## config.mk

```make
export PLATFORM = sky130hd
export DESIGN_NAME = htf_mac
export DESIGN_NICKNAME = d
export VERILOG_FILES = /design/src/design/htf_pkg.sv /design/src/design/htf_mac.sv
export SDC_FILE = /design/constraint.sdc
export NUM_CORES = 2
export LEC_CHECK = 0
export BUFFER_PORTS_ARGS = -buffer_cell sky130_fd_sc_hd__buf_4
export CAP_MARGIN = 20
export CORE_ASPECT_RATIO = 0.9
export CORE_MARGIN = 2
export CORE_UTILIZATION = 49
export CTS_CLUSTER_SIZE = 10
export DETAILED_ROUTE_END_ITERATION = 8
export GPL_TIMING_DRIVEN = 0
export HOLD_SLACK_MARGIN = 0.03
export PLACE_DENSITY = 0.7
export RECOVER_POWER = 100
export REMOVE_ABC_BUFFERS = 1
export SLEW_MARGIN = 20
export SYNTH_ARGS = -nofsm -noshare
export SYNTH_HDL_FRONTEND = slang
export SYNTH_SLANG_ARGS = --single-unit
```

## constraint.sdc

```tcl
create_clock -name clk -period 8.5 [get_ports clk]
set_input_delay 1.275 -clock clk [delete_from_list [all_inputs] [get_ports clk]]
set_output_delay 1.275 -clock clk [all_outputs]
set_load 0.01 [all_outputs]
```

## src/design/htf_pkg.sv

```systemverilog
// shared constants, types and tables of the homogeneous transform engine
// no dependencies; imported by the cordic, mac and top level files
`default_nettype none
package htf_pkg;

	localparam int FRAC_BITS    = 16;
	localparam int CORDIC_STEPS = 16;

	// cordic works at 30 fraction bits
	localparam int CF           = 30;
	localparam int CORDIC_ITERS = (CORDIC_STEPS < CF) ? CORDIC_STEPS : CF;
	localparam int ITER_W       = $clog2(CF);
	localparam int CW           = 34;

	localparam logic signed [31:0] ONE = 32'sd1 <<< FRAC_BITS;

	localparam logic signed [CW-1:0] GAIN_INV = CW'(652032874);
	localparam logic signed [31:0] RAD_PER_SIXTEENTH = 32'sd1199381129;
	localparam logic signed [15:0] FULL_TURN    = 16'sd5760;
	localparam logic signed [15:0] HALF_TURN    = 16'sd2880;
	localparam logic signed [15:0] QUARTER_TURN = 16'sd1440;

	// action codes
	localparam logic [2:0] ACT_IDENT = 3'd0;
	localparam logic [2:0] ACT_LOAD  = 3'd1;
	localparam logic [2:0] ACT_ROTX  = 3'd2;
	localparam logic [2:0] ACT_ROTY  = 3'd3;
	localparam logic [2:0] ACT_ROTZ  = 3'd4;
	localparam logic [2:0] ACT_TRANS = 3'd5;
	localparam logic [2:0] ACT_POINT = 3'd6;

	localparam int S_DATA_W = 184;
	localparam int S_USER_W = 4;
	localparam int M_DATA_W = 128;

	typedef struct packed {
		logic mul_en;
		logic acc_clr;
		logic acc_en;
	} mac_ctrl_t;

	function automatic logic signed [31:0] atan_q30(input logic [ITER_W-1:0] i);
		logic signed [31:0] r;
		case (i)
			5'd0:  r = 32'sd843314857;
			5'd1:  r = 32'sd497837829;
			5'd2:  r = 32'sd263043837;
			5'd3:  r = 32'sd133525159;
			5'd4:  r = 32'sd67021687;
			5'd5:  r = 32'sd33543516;
			5'd6:  r = 32'sd16775851;
			5'd7:  r = 32'sd8388437;
			5'd8:  r = 32'sd4194283;
			5'd9:  r = 32'sd2097149;
			5'd10: r = 32'sd1048576;
			5'd11: r = 32'sd524288;
			5'd12: r = 32'sd262144;
			5'd13: r = 32'sd131072;
			5'd14: r = 32'sd65536;
			5'd15: r = 32'sd32768;
			5'd16: r = 32'sd16384;
			5'd17: r = 32'sd8192;
			5'd18: r = 32'sd4096;
			5'd19: r = 32'sd2048;
			5'd20: r = 32'sd1024;
			5'd21: r = 32'sd512;
			5'd22: r = 32'sd256;
			5'd23: r = 32'sd128;
			5'd24: r = 32'sd64;
			5'd25: r = 32'sd32;
			5'd26: r = 32'sd16;
			5'd27: r = 32'sd8;
			5'd28: r = 32'sd4;
			5'd29: r = 32'sd2;
			default: r = 32'sd0;
		endcase
		return r;
	endfunction

endpackage
`default_nettype wire

```

## src/design/htf_mac.sv

```systemverilog
// shared multiply-accumulate unit with round-half-up and 32-bit saturation
// depends on htf_pkg
`default_nettype none
module htf_mac (
	input  wire logic               clk,
	input  wire htf_pkg::mac_ctrl_t ctrl,
	input  wire logic signed [31:0] a,
	input  wire logic signed [31:0] b,
	output logic signed [31:0]      result,
	output logic                    ovf
);
	import htf_pkg::*;

	localparam logic signed [66:0] HALF = 67'sd1 <<< (FRAC_BITS - 1);

	logic signed [63:0] prod_s1;
	logic signed [65:0] acc_q;
	logic signed [66:0] sh;

	always_ff @(posedge clk) begin
		if (ctrl.mul_en) begin
			prod_s1 <= 64'(a) * 64'(b);
		end
		if (ctrl.acc_clr) begin
			acc_q <= '0;
		end else if (ctrl.acc_en) begin
			acc_q <= acc_q + {{2{prod_s1[63]}}, prod_s1};
		end
	end

	assign sh = ($signed({acc_q[65], acc_q}) + HALF) >>> FRAC_BITS;
	always_comb begin
		ovf = 1'b0;
		result = sh[31:0];
		if (sh > 67'sd2147483647) begin
			ovf = 1'b1;
			result = 32'sh7fffffff;
		end else if (sh < -67'sd2147483648) begin
			ovf = 1'b1;
			result = 32'sh80000000;
		end
	end

endmodule
`default_nettype wire

```

* Yosys cells after proc, flatten, opt, wreduce, memory -nomap -nowiden
Index checks and enable logic that the tools add are counted.
** Storage, ports and cells
- Register bits :: 130
- Latch bits :: 0
- RAM bits :: 0
- ROM bits :: 0
- Input bits :: 68
- Output and inout port bits :: 33
- Logic and storage cells :: 11
- Memories kept :: 0
** Cells by class
- $add $sub $neg :: 2
- $mul :: 1
- Div/mod/pow operators :: 0
- Magnitude comparators :: 2
- Equal/unequal tests :: 0
- Shifts and indexed selects :: 0
- Muxes and demuxes :: 4
- Bitwise gates (word level) :: 0
- Reduce and logical (&&, ||, !) cells :: 0
** Operator list (count)
- $add 66x17->67 const B :: 1
- $add 66x66->66 :: 1
- $mul 32x32->64 :: 1
- $mux 32 :: 2
- $gt 51x32->1 const B :: 1
- $lt 51x32->1 const B :: 1
- $mux 1 :: 2

* Longest topological paths before layout
- Depth in word-level cells :: 4
- Gate-level depth with buffers :: 31
- Gate-level depth less buffers :: 30

* Worst setup path before layout
Ideal clock, no wire load.
- Kind :: input port to flip-flop
- From :: input port a[31]
- To :: register prod_s1[63] (data pin)
- Library setup time :: 0.260 ns
- Arrival :: 8.529 ns
- Data required time :: 8.240 ns
- Slack :: -0.289 ns
- Stages on the path :: 23
- Buffers on the path :: 1
- Path through :: clkbuf_1 nand2_1 fa_1 fa_1 inv_1 fa_1 fa_1 fa_1 fa_1 inv_1 fa_1 inv_1 fa_1 ha_1 a21o_1 a21o_1 a21oi_1 nand2_1 a221o_1 a41oi_1 o21bai_1 a21oi_1 xnor2_1
** On the way
- Longest elaborated chain between the ends :: 1
** Ends and longest elaborated chain
- start, declared :: line htf_mac.sv:7 : input wire logic signed [31:0] a,
- $mul 32x32->64 :: line htf_mac.sv:22 : prod_s1 <= 64'(a) * 64'(b);
- end signal, assigned :: line htf_mac.sv:22
- end, declared :: line htf_mac.sv:16 : logic signed [63:0] prod_s1;
No other way between the ends.
A chain may end at the register's enable or synchronous reset.

* Final worst setup path
- From :: input port a[30]
- To :: register prod_s1[63] (data pin)
The elaborated chain is that of the path after synthesis.

==> results by group <==
Clocking
  – CTS tree: yes
  – H-tree levels: 4
  – Clock buffer depth: 2
  – Clk slew on worst S/H paths: 0.07 ns
  – CTS Sinks: 130
  – CTS Buf Count: 17
  – Worst-Skew Late Latency: between 0.4 and 0.5 ns
  – Root buf cell: clkbuf_16

Synth
  – Synth Instances: ~4900
  – Main synth FF type: dfxtp_1
  – Yosys warning count: 0
  – Cell variety after synth: 72
  – FFs w/ async S/R, synth: 0
  – Post-synth EDFFs: 64
  – Cell Area, Synth: around 0.045 mm²
  – Syn_area_per_cell: a little over 9 µm²
  – Synth Register Bits: 130
  – Seq/Total Area, Yosys: 0.07236

STA
  – Fin crit period: ~8.3 ns
  – Final setup fails: 0
  – Worst slew pin tran: 3.922 ns
  – FMAX: 119.8 MHz
  – Fin. max-slew vios: between 100 and 150
  – RSZ-0062 raised after global routing: yes
  – Worst Skew: between 0.01 and 0.015 ns
  – Rel. slew slack: -1.615
  – Hold Vio Cnt, Final: 0
  – Crit share post-route: 0.9821

Floorplan
  – Die width: approximately 320 µm
  – Die area: around 0.094 mm²
  – Rows: around 110
  – Initial Utilization: 0.4930
  – Core Region: ~0.091 mm²
  – Ports: slightly above 100
  – Die Ht: slightly below 300 µm

Job
  – Max-Cap Viols: 2

Worst setup path
  – Critical path fanouts, max: 32
  – Crit path kind: input pin to register
  – CP arrival: between 8 and 9 ns
  – Critical Path RT: 8.67 ns
  – CP startpoint kind: input pin
  – Crit-path most repeated cell: fa_1
  – CP Capture Type: register
  – Worst path max stage delay: about 0.57 ns
  – Critical path's slowest cell: fa_2

Cells and area
  – Register Area: ~0.0032 mm²
  – Commonest non-fill, non-tap cell in the layout: fa_1
  – Non-filler cells, final: 6026
  – Ant diodes: 0
  – Most frequent cells in the layout: fa_1, inv_1, nand2_1
  – Layout fillers: 8255
  – Share of layout cells above drive strength 1: 0.05922
  – Fin nets: approximately 6200
  – Multi-input gate area: around 0.037 mm²
  – Area Overhead vs Synth: 8.872%

Route
  – Remaining antenna violation count: 0
  – Drt first pass iters: 5
  – DR iter-0 viols: ~2500
  – Routed vias: approximately 33000
  – Via/cell ratio: between 5 and 6
  – WL/cell: around 21 µm
  – DRC viols: 0
  – Final wirelength: around 120 mm

Global routing
  – Vias in the first global route: 36170
  – Largest net degree at the start of global routing: 65
  – First-pass GRT wire length: around 190 mm
  – Overflow left after global routing: 0
  – Antenna violations before repair: 3
  – GRT Util Overall: 0.2585

Place
  – Placed insts: just under 6000
  – GP Congestion: a little over 0.9
  – Dpl hpwl: 89.00 mm
  – Port bufs: 100

Hold path
  – Hold WC Path Type: register to register

Run status
  – Status: complete, but fails checks
  – Failing checks: capacitance limit, slew limit
[path summary, 6_finish.rpt]
| path | depth (start not counted) | startpoint | slack, ns | endpoint |
|---|---|---|---|---|
| hold / removal | 2 | acc_q[7]$_SDFFE_PP0P_ | 0.50 | acc_q[7]$_SDFFE_PP0P_ |
| setup reg to reg | 17 | prod_s1[0]$_DFFE_PP_ | 4.24 | acc_q[50]$_SDFFE_PP0P_ |
| hold reg to reg | 2 | acc_q[7]$_SDFFE_PP0P_ | 0.50 | acc_q[7]$_SDFFE_PP0P_ |
| setup / recovery | 27 | a[30] | 0.15 | prod_s1[63]$_DFFE_PP_ |
[area by class of cell]
class	count	share of cell area
timing repair inverter	1	0.0001539
multi-input combinational	3463	0.7648
clock buffer	17	0.008718
tap	1230	0.03154
timing repair buffer	153	0.04657
inverter	1017	0.07846
sequential	130	0.06646
clock inverter	15	0.003333
[synthesized netlist by cell type, drive strengths merged, types with 14 or more instances]
cell / count / area (µm²)
a211oi: 20 / 150.1
a21o: 59 / 442.9
a21oi: 148 / 744.5
a31oi: 22 / 137.6
and2: 521 / 3259
and3: 22 / 137.6
clkbuf: 245 / 919.6
dfxtp: 66 / 1321
edfxtp: 64 / 1922
fa: 1083 / 21680
ha: 250 / 3128
inv: 1017 / 3817
mux2i: 36 / 360.4
nand2: 592 / 2222
nand2b: 18 / 112.6
nand3: 47 / 235.2
nand4: 17 / 106.4
nor2: 162 / 608.1
nor2b: 15 / 93.84
nor3: 28 / 140.1
o21a: 14 / 105.1
o21ai: 99 / 495.5
o21bai: 39 / 292.8
xnor2: 119 / 1042
xor2: 51 / 446.7
[sequential cells by signal, summed over array words and instances, names as in the netlist]
register / count
acc_q: 66
prod_s1: 64
[stage by stage]
| step | cell area (µm²) | setup TNS [ns] | utilization | setup WS, ns | hold slack [ns] |
|---|---|---|---|---|---|
| floorplan | 43880 | 0 | - | 0.03245 | 0.4614 |
| finish | 48800 | 0 | 0.5367 | 0.1521 | 0.4992 |
| global route | 48800 | -0.2301 | 0.5367 | -0.08226 | 0.5224 |
| CTS | 47420 | 0 | 0.5216 | 0.0005782 | 0.5021 |
| detailed placement | 46180 | -20.90 | 0.5080 | -1.438 | 0.4900 |
| global placement | 46170 | -19.71 | 0.5078 | -1.461 | 0.4755 |
[metal layers]
layer | vias up | share of wire | global-route usage
li1 | 14410 | - | -
met4 | 0 | 0.029 | 0.06307
met1 | 16810 | 0.42 | 0.3598
met5 | - | 0 | 0
met3 | 234 | 0.10 | 0.06317
met2 | 1364 | 0.45 | 0.4078
[critical path, delay by kind of cell]
family,cells,cell delay (ns)
AO/OA/AOI/OAI,5,0.88
XOR/XNOR,1,0.12
adder cells (fa/ha/maj),9,4.48
buffers and inverters,3,0.27
AND/OR/NAND/NOR,9,1.45
[repair_timing]
item                                    CTS  global route
pin swaps                                12            81
hold buffers                              0             0
endpoints found under the hold margin     0             0
cloned                                    1            19
endpoints found under the setup margin   18            18
setup buffers                            18            15
resized for setup                       125           206
[cell families (layout without fill, tap and decap cells)]
| group | Yosys count | after routing | synth area share |
|---|---|---|---|
| buf+inv | 1267 | 1203 | 0.1062 |
| compound gates | 471 | 471 | 0.06650 |
| mux | 37 | 37 | 0.008291 |
| simple gates | 1452 | 1452 | 0.1599 |
| xor+xnor | 170 | 170 | 0.03322 |
| fa+ha+maj | 1333 | 1333 | 0.5535 |
| flops | 130 | 130 | 0.07236 |
Power is not shown: default switching activity piles up to over one toggle a cycle in this logic, so the estimate is an artifact.
