--- src/design/htf_pkg.sv ---
// shared constants, types and tables of the homogeneous transform engine
// no dependencies; imported by the cordic, mac and top level files
`default_nettype none
package htf_pkg;

	localparam int FRAC_BITS    = 16;
	localparam int CORDIC_STEPS = 16;

	// cordic works at 30 fraction bits
	localparam int CF           = 30;
	localparam int CORDIC_ITERS = (CORDIC_STEPS < CF) ? CORDIC_STEPS : CF;
	localparam int ITER_W       = $clog2(CF);
	localparam int CW           = 34;

	localparam logic signed [31:0] ONE = 32'sd1 <<< FRAC_BITS;

	localparam logic signed [CW-1:0] GAIN_INV = CW'(652032874);
	localparam logic signed [31:0] RAD_PER_SIXTEENTH = 32'sd1199381129;
	localparam logic signed [15:0] FULL_TURN    = 16'sd5760;
	localparam logic signed [15:0] HALF_TURN    = 16'sd2880;
	localparam logic signed [15:0] QUARTER_TURN = 16'sd1440;

	// action codes
	localparam logic [2:0] ACT_IDENT = 3'd0;
	localparam logic [2:0] ACT_LOAD  = 3'd1;
	localparam logic [2:0] ACT_ROTX  = 3'd2;
	localparam logic [2:0] ACT_ROTY  = 3'd3;
	localparam logic [2:0] ACT_ROTZ  = 3'd4;
	localparam logic [2:0] ACT_TRANS = 3'd5;
	localparam logic [2:0] ACT_POINT = 3'd6;

	localparam int S_DATA_W = 184;
	localparam int S_USER_W = 4;
	localparam int M_DATA_W = 128;

	typedef struct packed {
		logic mul_en;
		logic acc_clr;
		logic acc_en;
	} mac_ctrl_t;

	function automatic logic signed [31:0] atan_q30(input logic [ITER_W-1:0] i);
		logic signed [31:0] r;
		case (i)
			5'd0:  r = 32'sd843314857;
			5'd1:  r = 32'sd497837829;
			5'd2:  r = 32'sd263043837;
			5'd3:  r = 32'sd133525159;
			5'd4:  r = 32'sd67021687;
			5'd5:  r = 32'sd33543516;
			5'd6:  r = 32'sd16775851;
			5'd7:  r = 32'sd8388437;
			5'd8:  r = 32'sd4194283;
			5'd9:  r = 32'sd2097149;
			5'd10: r = 32'sd1048576;
			5'd11: r = 32'sd524288;
			5'd12: r = 32'sd262144;
			5'd13: r = 32'sd131072;
			5'd14: r = 32'sd65536;
			5'd15: r = 32'sd32768;
			5'd16: r = 32'sd16384;
			5'd17: r = 32'sd8192;
			5'd18: r = 32'sd4096;
			5'd19: r = 32'sd2048;
			5'd20: r = 32'sd1024;
			5'd21: r = 32'sd512;
			5'd22: r = 32'sd256;
			5'd23: r = 32'sd128;
			5'd24: r = 32'sd64;
			5'd25: r = 32'sd32;
			5'd26: r = 32'sd16;
			5'd27: r = 32'sd8;
			5'd28: r = 32'sd4;
			5'd29: r = 32'sd2;
			default: r = 32'sd0;
		endcase
		return r;
	endfunction

endpackage
`default_nettype wire

--- src/design/htf_cordic.sv ---
// iterative cordic: angle reduction, fold, scaling and one rotation step a cycle
// depends on htf_pkg
`default_nettype none
module htf_cordic (
	input  wire logic               clk,
	input  wire logic               arst_n,
	input  wire logic               start,
	input  wire logic signed [15:0] angle,
	output logic                    done,
	output logic signed [31:0]      sn,
	output logic signed [31:0]      cs
);
	import htf_pkg::*;

	localparam int SH = CF - FRAC_BITS;
	localparam logic signed [CW:0] RND = (CW+1)'((64'sd1 <<< SH) >>> 1);
	localparam logic signed [CW:0] ONE_W = (CW+1)'(ONE);

	localparam logic [2:0] C_IDLE = 3'd0;
	localparam logic [2:0] C_RED  = 3'd1;
	localparam logic [2:0] C_MUL  = 3'd2;
	localparam logic [2:0] C_SCL  = 3'd3;
	localparam logic [2:0] C_ITER = 3'd4;
	localparam logic [2:0] C_OUT  = 3'd5;

	logic [2:0]              st_q;
	logic signed [15:0]      a_q;
	logic                    neg_q;
	logic signed [47:0]      prod_q;
	logic signed [CW-1:0]    x_q, y_q, z_q;
	logic [ITER_W-1:0]       i_q;
	logic signed [CW-1:0]    dx, dy, xf, yf;
	logic signed [47:0]      zr;
	logic signed [CW:0]      sr, cr;

	assign dx = y_q >>> i_q;
	assign dy = x_q >>> i_q;
	assign xf = neg_q ? -x_q : x_q;
	assign yf = neg_q ? -y_q : y_q;
	assign zr = (prod_q + 48'sd512) >>> 10;
	assign sr = ($signed({yf[CW-1], yf}) + RND) >>> SH;
	assign cr = ($signed({xf[CW-1], xf}) + RND) >>> SH;

	always_ff @(posedge clk or negedge arst_n) begin
		if (!arst_n) begin
			st_q <= C_IDLE;
			done <= 1'b0;
		end else begin
			done <= 1'b0;
			case (st_q)
				C_IDLE: begin
					if (start) begin
						a_q  <= angle;
						st_q <= C_RED;
					end
				end
				C_RED: begin
					// bring into (-half, half], then fold into the quarter range
					if (a_q > HALF_TURN) begin
						a_q <= a_q - FULL_TURN;
					end else if (a_q <= -HALF_TURN) begin
						a_q <= a_q + FULL_TURN;
					end else begin
						if (a_q > QUARTER_TURN) begin
							a_q   <= a_q - HALF_TURN;
							neg_q <= 1'b1;
						end else if (a_q < -QUARTER_TURN) begin
							a_q   <= a_q + HALF_TURN;
							neg_q <= 1'b1;
						end else begin
							neg_q <= 1'b0;
						end
						st_q <= C_MUL;
					end
				end
				C_MUL: begin
					prod_q <= 48'(a_q) * 48'(RAD_PER_SIXTEENTH);
					st_q   <= C_SCL;
				end
				C_SCL: begin
					z_q  <= zr[CW-1:0];
					x_q  <= GAIN_INV;
					y_q  <= '0;
					i_q  <= '0;
					st_q <= C_ITER;
				end
				C_ITER: begin
					if (!z_q[CW-1]) begin
						x_q <= x_q - dx;
						y_q <= y_q + dy;
						z_q <= z_q - CW'(atan_q30(i_q));
					end else begin
						x_q <= x_q + dx;
						y_q <= y_q - dy;
						z_q <= z_q + CW'(atan_q30(i_q));
					end
					if (i_q == ITER_W'(CORDIC_ITERS - 1)) begin
						st_q <= C_OUT;
					end
					i_q <= i_q + 1'b1;
				end
				C_OUT: begin
					sn   <= (sr > ONE_W) ? ONE : (sr < -ONE_W) ? -ONE : sr[31:0];
					cs   <= (cr > ONE_W) ? ONE : (cr < -ONE_W) ? -ONE : cr[31:0];
					done <= 1'b1;
					st_q <= C_IDLE;
				end
				default: st_q <= C_IDLE;
			endcase
		end
	end

endmodule
`default_nettype wire

--- config.mk ---
export PLATFORM = sky130hd
export DESIGN_NAME = htf_cordic
export DESIGN_NICKNAME = d
export VERILOG_FILES = /design/src/design/htf_pkg.sv /design/src/design/htf_cordic.sv
export SDC_FILE = /design/constraint.sdc
export NUM_CORES = 2
export LEC_CHECK = 0
export BUFFER_PORTS_ARGS = -buffer_cell sky130_fd_sc_hd__buf_2
export CORE_ASPECT_RATIO = 1.1
export CORE_MARGIN = 4
export CORE_UTILIZATION = 65
export DETAILED_ROUTE_END_ITERATION = 16
export PLACE_DENSITY = 0.86
export SYNTH_ARGS = -nofsm -noshare
export SYNTH_HDL_FRONTEND = slang
export SYNTH_SLANG_ARGS = --single-unit
--- constraint.sdc ---
create_clock -name clk -period 18.9 [get_ports clk]
set_input_delay 1.89 -clock clk [delete_from_list [all_inputs] [get_ports clk]]
set_output_delay 1.89 -clock clk [all_outputs]
set_load 0.02 [all_outputs]
# --- Yosys cells after proc, flatten, opt, wreduce, memory -nomap -nowiden ---
# Memory sizes are Yosys's and may differ from the RTL's. A register that Yosys moved wholly into a read port is not among the register bits.
# Index checks and enable logic that the tools add are counted.
word_totals:
  ff_bits: 236
  latchBits: 0
  ram_bits: 0
  rom_bits: 1920
  inputBits: 19
  out_inout_bits: 65
  wordCells: 96
  memories: 2
classes:
  n_addsub: 16
  multipliers: 1
  div: 0
  n_lt_le_gt_ge: 8
  n_eq_ne: 11
  n_shift: 2
  n_mux: 30
  bitwise: 2
  reduce_logical: 11
mem_list:
  columns: ["name", "words", "word_bits", "rd", "rd_clocked_by_memory_dff", "write_ports", "line_no", "rtl"]
  rows:
  - ["(no name shown)", 32, 30, 1, 1, 0, "htf_pkg.sv:44", "case (i)"]
  - ["(no name shown)", 32, 30, 1, 1, 0, "htf_pkg.sv:44", null]
ops:
  columns: ["operator", "n"]
  rows:
  - ["one-hot mux 34 bit (2 select lines)", 3]
  - ["two-way mux 32 bit", 6]
  - ["two-way mux 34 bit", 5]
  - ["two-way mux 16 bit", 5]
  - ["adder 34 x 15 -> 35 bit, second input constant", 2]
  - ["adder 34 bit", 2]
  - ["negator 34 bit", 2]
  - [">>> shifter 34 x 5 -> 34 bit", 2]
  - ["subtractor 34 bit", 2]
  - ["adder 44 x 11 -> 44 bit, second input constant", 1]
  - ["multiplier 16 x 32 -> 44 bit, second input constant", 1]
  - ["> comparator 21 x 18 -> 1 bit, second input constant", 2]
  - ["less-than comparator 21 x 17 -> 1 bit, second input constant", 2]
  - ["adder 34 x 32 -> 34 bit", 1]
  - ["subtractor 34 x 32 -> 34 bit", 1]
  - ["one-hot mux 16 bit (2 select lines)", 1]
  - ["adder 16 x 13 -> 16 bit, second input constant", 1]
  - ["adder 16 x 14 -> 16 bit, second input constant", 1]
  - ["> comparator 16 x 12 -> 1 bit, second input constant", 1]
  - ["> comparator 16 x 13 -> 1 bit, second input constant", 1]
  - ["<= comparator 16 x 13 -> 1 bit, second input constant", 1]
  - ["less-than comparator 16 x 12 -> 1 bit, second input constant", 1]
  - ["subtractor 16 x 13 -> 16 bit, second input constant", 1]
  - ["subtractor 16 x 14 -> 16 bit, second input constant", 1]
  - ["18 further kinds", 35]

# --- Logic depth before layout (Yosys ltp) ---
logic_depth:
  word_depth: 6
  depth_mapped: 28
  depth_no_buf: 25

# --- Least setup slack after synthesis ---
# No wires, ideal clock.
synth_path:
  kind: "register to register"
  start: "register i_q[2]"
  end: "register y_q[32] (data pin)"
  setup_time_ps: 256
  arrival_time_ps: 6306
  t_required_ps: 18644
  setup_slack_ps: 12338
  stages_incl_launch_ff: 27
  path_buffers: 8
  period_less_slack_ps: 6562
  path_cell_list: "edfxtp_1 clkbuf_1 buf_2 buf_2 buf_2 buf_2 buf_1 buf_2 clkbuf_1 o211ai_1 o21ai_0 ha_1 o211ai_1 nor3_1 a21oi_1 xor2_1 ha_1 inv_1 o21ai_0 a2111oi_0 o21ai_0 a41o_1 o41ai_1 nor3_1 a2111oi_0 o21ai_0 a31o_2"
synth_between:
  elab_chain_cells: 4
  elab_cells_between_ends: 5
  cone_classes: "add/sub (2); shift (1); mux (2)"
synth_rtl:
  columns: ["element", "line_no", "rtl"]
  rows:
  - ["start: declaration", "htf_cordic.sv:31", "logic [ITER_W-1:0] i_q;"]
  - ["start signal: assignment", "htf_cordic.sv:100", "i_q <= i_q + 1'b1;"]
  - [">>> shifter 34 x 5 -> 34 bit (*)", "htf_cordic.sv:37", "assign dy = x_q >>> i_q;"]
  - ["adder 34 bit / subtractor 34 bit (equally long branches)", "htf_cordic.sv:90, htf_cordic.sv:94", null]
  - ["two-way mux 34 bit (*)", "htf_cordic.sv:88", "if (!z_q[CW-1]) begin"]
  - ["one-hot mux 34 bit (2 select lines) (*)", "htf_cordic.sv:50", "case (st_q)"]
  - ["end signal: assignment", "htf_cordic.sv:90", "y_q <= y_q + dy;"]
  - ["end signal: assignment", "htf_cordic.sv:94", "y_q <= y_q - dy;"]
  - ["end: declaration", "htf_cordic.sv:30", "logic signed [CW-1:0] x_q, y_q, z_q;"]
# Every way passes the cells marked *; elsewhere a longest branch is shown, timed or not.
# A chain may end at the register's enable or synchronous reset.

# --- Final worst setup path ---
layout_path:
  start: "register i_q[1]"
  end: "register y_q[32] (data pin)"
# Same word-level chain as after synthesis.

==> run_results.csv <==
group,metric,value,unit
synth,synth_cell_type_count,103,
floorplanning,dieArea,53100,sq um
timing,setup_violations,0,
cells_and_area,area_growth,4.80,%
setup_path,r2r_start,"i_q[1]",
setup_path,path_delay_family,"compound AO/OA/AOI/OAI gates",
setup_path,worstSetupEndpointType,"register",
floorplanning,die_w,220,um
synth,ys_seq_area_share,20.9,%
synth,synth_top_family_by_area,"adder cells",
synth,synthMuxAreaShare,8.40,%
synth,synth_compound_area_share,17.2,%
synth,syn_area,32200,sq um
place,pre_cts_slack,10.64,ns
timing,worst_pin_slew,1.16,ns
timing,fmax,0.117,GHz
synth,synth_fp_nets,4137,
clock_tree,path_clk_slew,0.07,ns
setup_path,path_class,"reg2reg",
hold_path,min_path_cells,1,
detailed_routing,wl_per_cell,21.4,um
floorplanning,die_h,241,um
clock_tree,clock_latency,0.62,ns
place,io_buffers,83,
detailed_routing,detail_route.vias_per_cell,6.65,
detailed_routing,dr.pass1.iters,6,
global_routing,grt-ovfl-total,0,
timing,hold_viol,0,
global_routing,grtUsageTotal,33.9,%
global_routing,grt_pass1_wl,145,mm
setup_path,rrSetupSlack,10.36,ns
timing,rsz0062_at_grt,"false",
job,drv_cap,0,
cells_and_area,fill_cells,3805,
clock_tree,hold_buffers,0,
synth,netlist_instances,3656,
clock_tree,cts_buffer_depth,3,
timing,relSlewSlack,22.1,%
setup_path,crit_buf_inv,3,
floorplanning,core_region_area,48900,sq um
cells_and_area,nNetsFinal,4087,
setup_path,slowest_stage,"a2111oi_0",
synth,synth_adder_area_share,21.5,%
place,post-dp-hpwl,69.7,mm
floorplanning,rows,85,
hold_path,hold_end,"st_q[0]",
global_routing,grt_max_degree,90,
timing,skew,0.0526,ns
setup_path,critPathLaunchType,"register",
synth,synth_async_sr_flop_share,1.70,%
cells_and_area,final_cell_mix,"nor2_1, inv_1, ha_1",
clock_tree,cts_made_buffers,28,
clock_tree,htreeDepth,1,
detailed_routing,drt_iter0_markers,2787,
clock_tree,clock_sinks,235,
detailed_routing,remaining_drc_errors,0,
global_routing,grt_pass1_vias,27900,
detailed_routing,dr_total_vias,28500,
synth,synth.avg_cell_area,8.80,sq um
detailed_routing,postRouteAntennaNets,0,
setup_path,reg2reg_to,"y_q[32]",
synth,ys.flop_type,"edfxtp_1",
setup_path,crit_chain,"buf_4 > buf_4 > mux4_2 > a32oi_1 > o21ai_0 > a311oi_1 > and2_1 > o211ai_1 > nor3_1 > a21oi_1 > xor2_1 > ha_1 > inv_1 > o21ai_0 > a2111oi_0 > o21ai_0 > a41o_1 > o41ai_1 > nor3_1 > a2111oi_0 > o21ai_0 > a31o_2",
timing,layout_min_cycle_time,8.54,ns
setup_path,required,19.23,ns
timing,maxSlewViolCount,0,
setup_path,crit_arrival,8.87,ns
status,status,"completed",
synth,yosys.area_share.simple,16.8,%
timing,fin_tns_setup,0,ns
setup_path,crit_top_cell,"o21ai_0",
floorplanning,ios,84,
synth,ys_seq_elements,235,
clock_tree,cts_resized,0,
setup_path,crit_start,"i_q[1]",
detailed_routing,routed_wl,91.6,mm
clock_tree,clockRootBuffer,"clkbuf_16",
clock_tree,post_cts.repair.setup_buffers,0,
setup_path,slowest_delay,0.76,ns
synth,synth_xor_area_share,8.54,%
timing,final.period_utilization,45.2,%
place,gp_congestion,1.05,
cells_and_area,diodes,0,
global_routing,antenna_found_initial,1,
floorplanning,start_util,65.8,%
synth,ys_warn_count,0,
synth,synth_edf_count,201,
timing,postLayoutSetupSlackWorst,10.36,ns
hold_path,holdCritStartpoint,"st_q[0]",
hold_path,hold_class,"reg2reg",
cells_and_area,drive_gt1_share,9.54,%
setup_path,crit_fanout,55,
setup_path,r2r_cells,22,
clock_tree,cts_tree,"done",
cells_and_area,mostFrequentLayoutCell,"nor2_1",
-- metal layers --
metal  global-route usage [%]  part of all wire, %  up-vias
met1                     39.1                   35    13400
met2                     58.8                   48     1641
li1                         -                    -    13000
met4                     21.8                  7.7        0
met3                     5.42                  8.5      464
met5                        0                    0        -
-- synthesized netlist by cell type (all sizes together), types with 80 or more instances --
| master | count | share of area (%) |
|---|---|---|
| o21ai | 180 | 2.8 |
| clkbuf | 110 | 1.3 |
| nand2 | 309 | 3.6 |
| ha | 312 | 12 |
| buf | 91 | 1.7 |
| nand3 | 80 | 1.3 |
| mux4 | 82 | 5.8 |
| a21oi | 241 | 3.8 |
| edfxtp | 201 | 19 |
| nor3 | 101 | 1.7 |
| xor2 | 134 | 3.6 |
| fa | 150 | 9.3 |
| xnor2 | 179 | 4.9 |
| inv | 315 | 3.7 |
| nor2 | 316 | 3.7 |
-- layout make-up --
| cell class | instances | area [sq um] | area share [%] |
|---|---|---|---|
| well taps | 652 | 816 | 2.42 |
| repair buffers | 121 | 701 | 2.08 |
| multi-input cells | 2901 | 23300 | 69.2 |
| flip-flops and latches | 235 | 6740 | 20.0 |
| clock buffers | 40 | 828 | 2.46 |
| clock inverters | 12 | 120 | 0.356 |
| inverters | 319 | 1200 | 3.56 |
-- logic make-up (layout without fill, tap and decap cells) --
| family | count (synthesis) | in the layout |
|---|---|---|
| muxes | 163 | 163 |
| and+or+nand+nor | 1109 | 1109 |
| adders and majority gates | 462 | 462 |
| xor gates and xnor gates | 313 | 313 |
| buffers and inverters | 520 | 492 |
| AOI/OAI and AO/OA | 854 | 854 |
| DFF | 235 | 235 |
-- stage by stage --
stage,hold slack (ns),instances,area [sq um],util [%]
floorplan,0.526,3656,32200,-
global placement,0.567,4228,32800,67.0
detailed placement,0.584,4228,32800,67.0
CTS,0.592,4280,33700,68.9
global route,0.617,4280,33700,68.9
finish,0.589,4280,33700,68.9
-- how the worst max path moves through the flow --
stage / endpoint / slack [ns] / depth (start not counted)
final: y_q[32] / 10.36 / 22
after global placement: y_q[32] / 10.80 / 22
after floorplan: y_q[32] / 12.34 / 26
after global routing: y_q[32] / 9.72 / 22
after CTS: y_q[32] / 10.55 / 22
after detailed placement: y_q[32] / 10.64 / 22
Power is not shown: default switching activity piles up to over one toggle a cycle in this logic, so the estimate is an artifact.
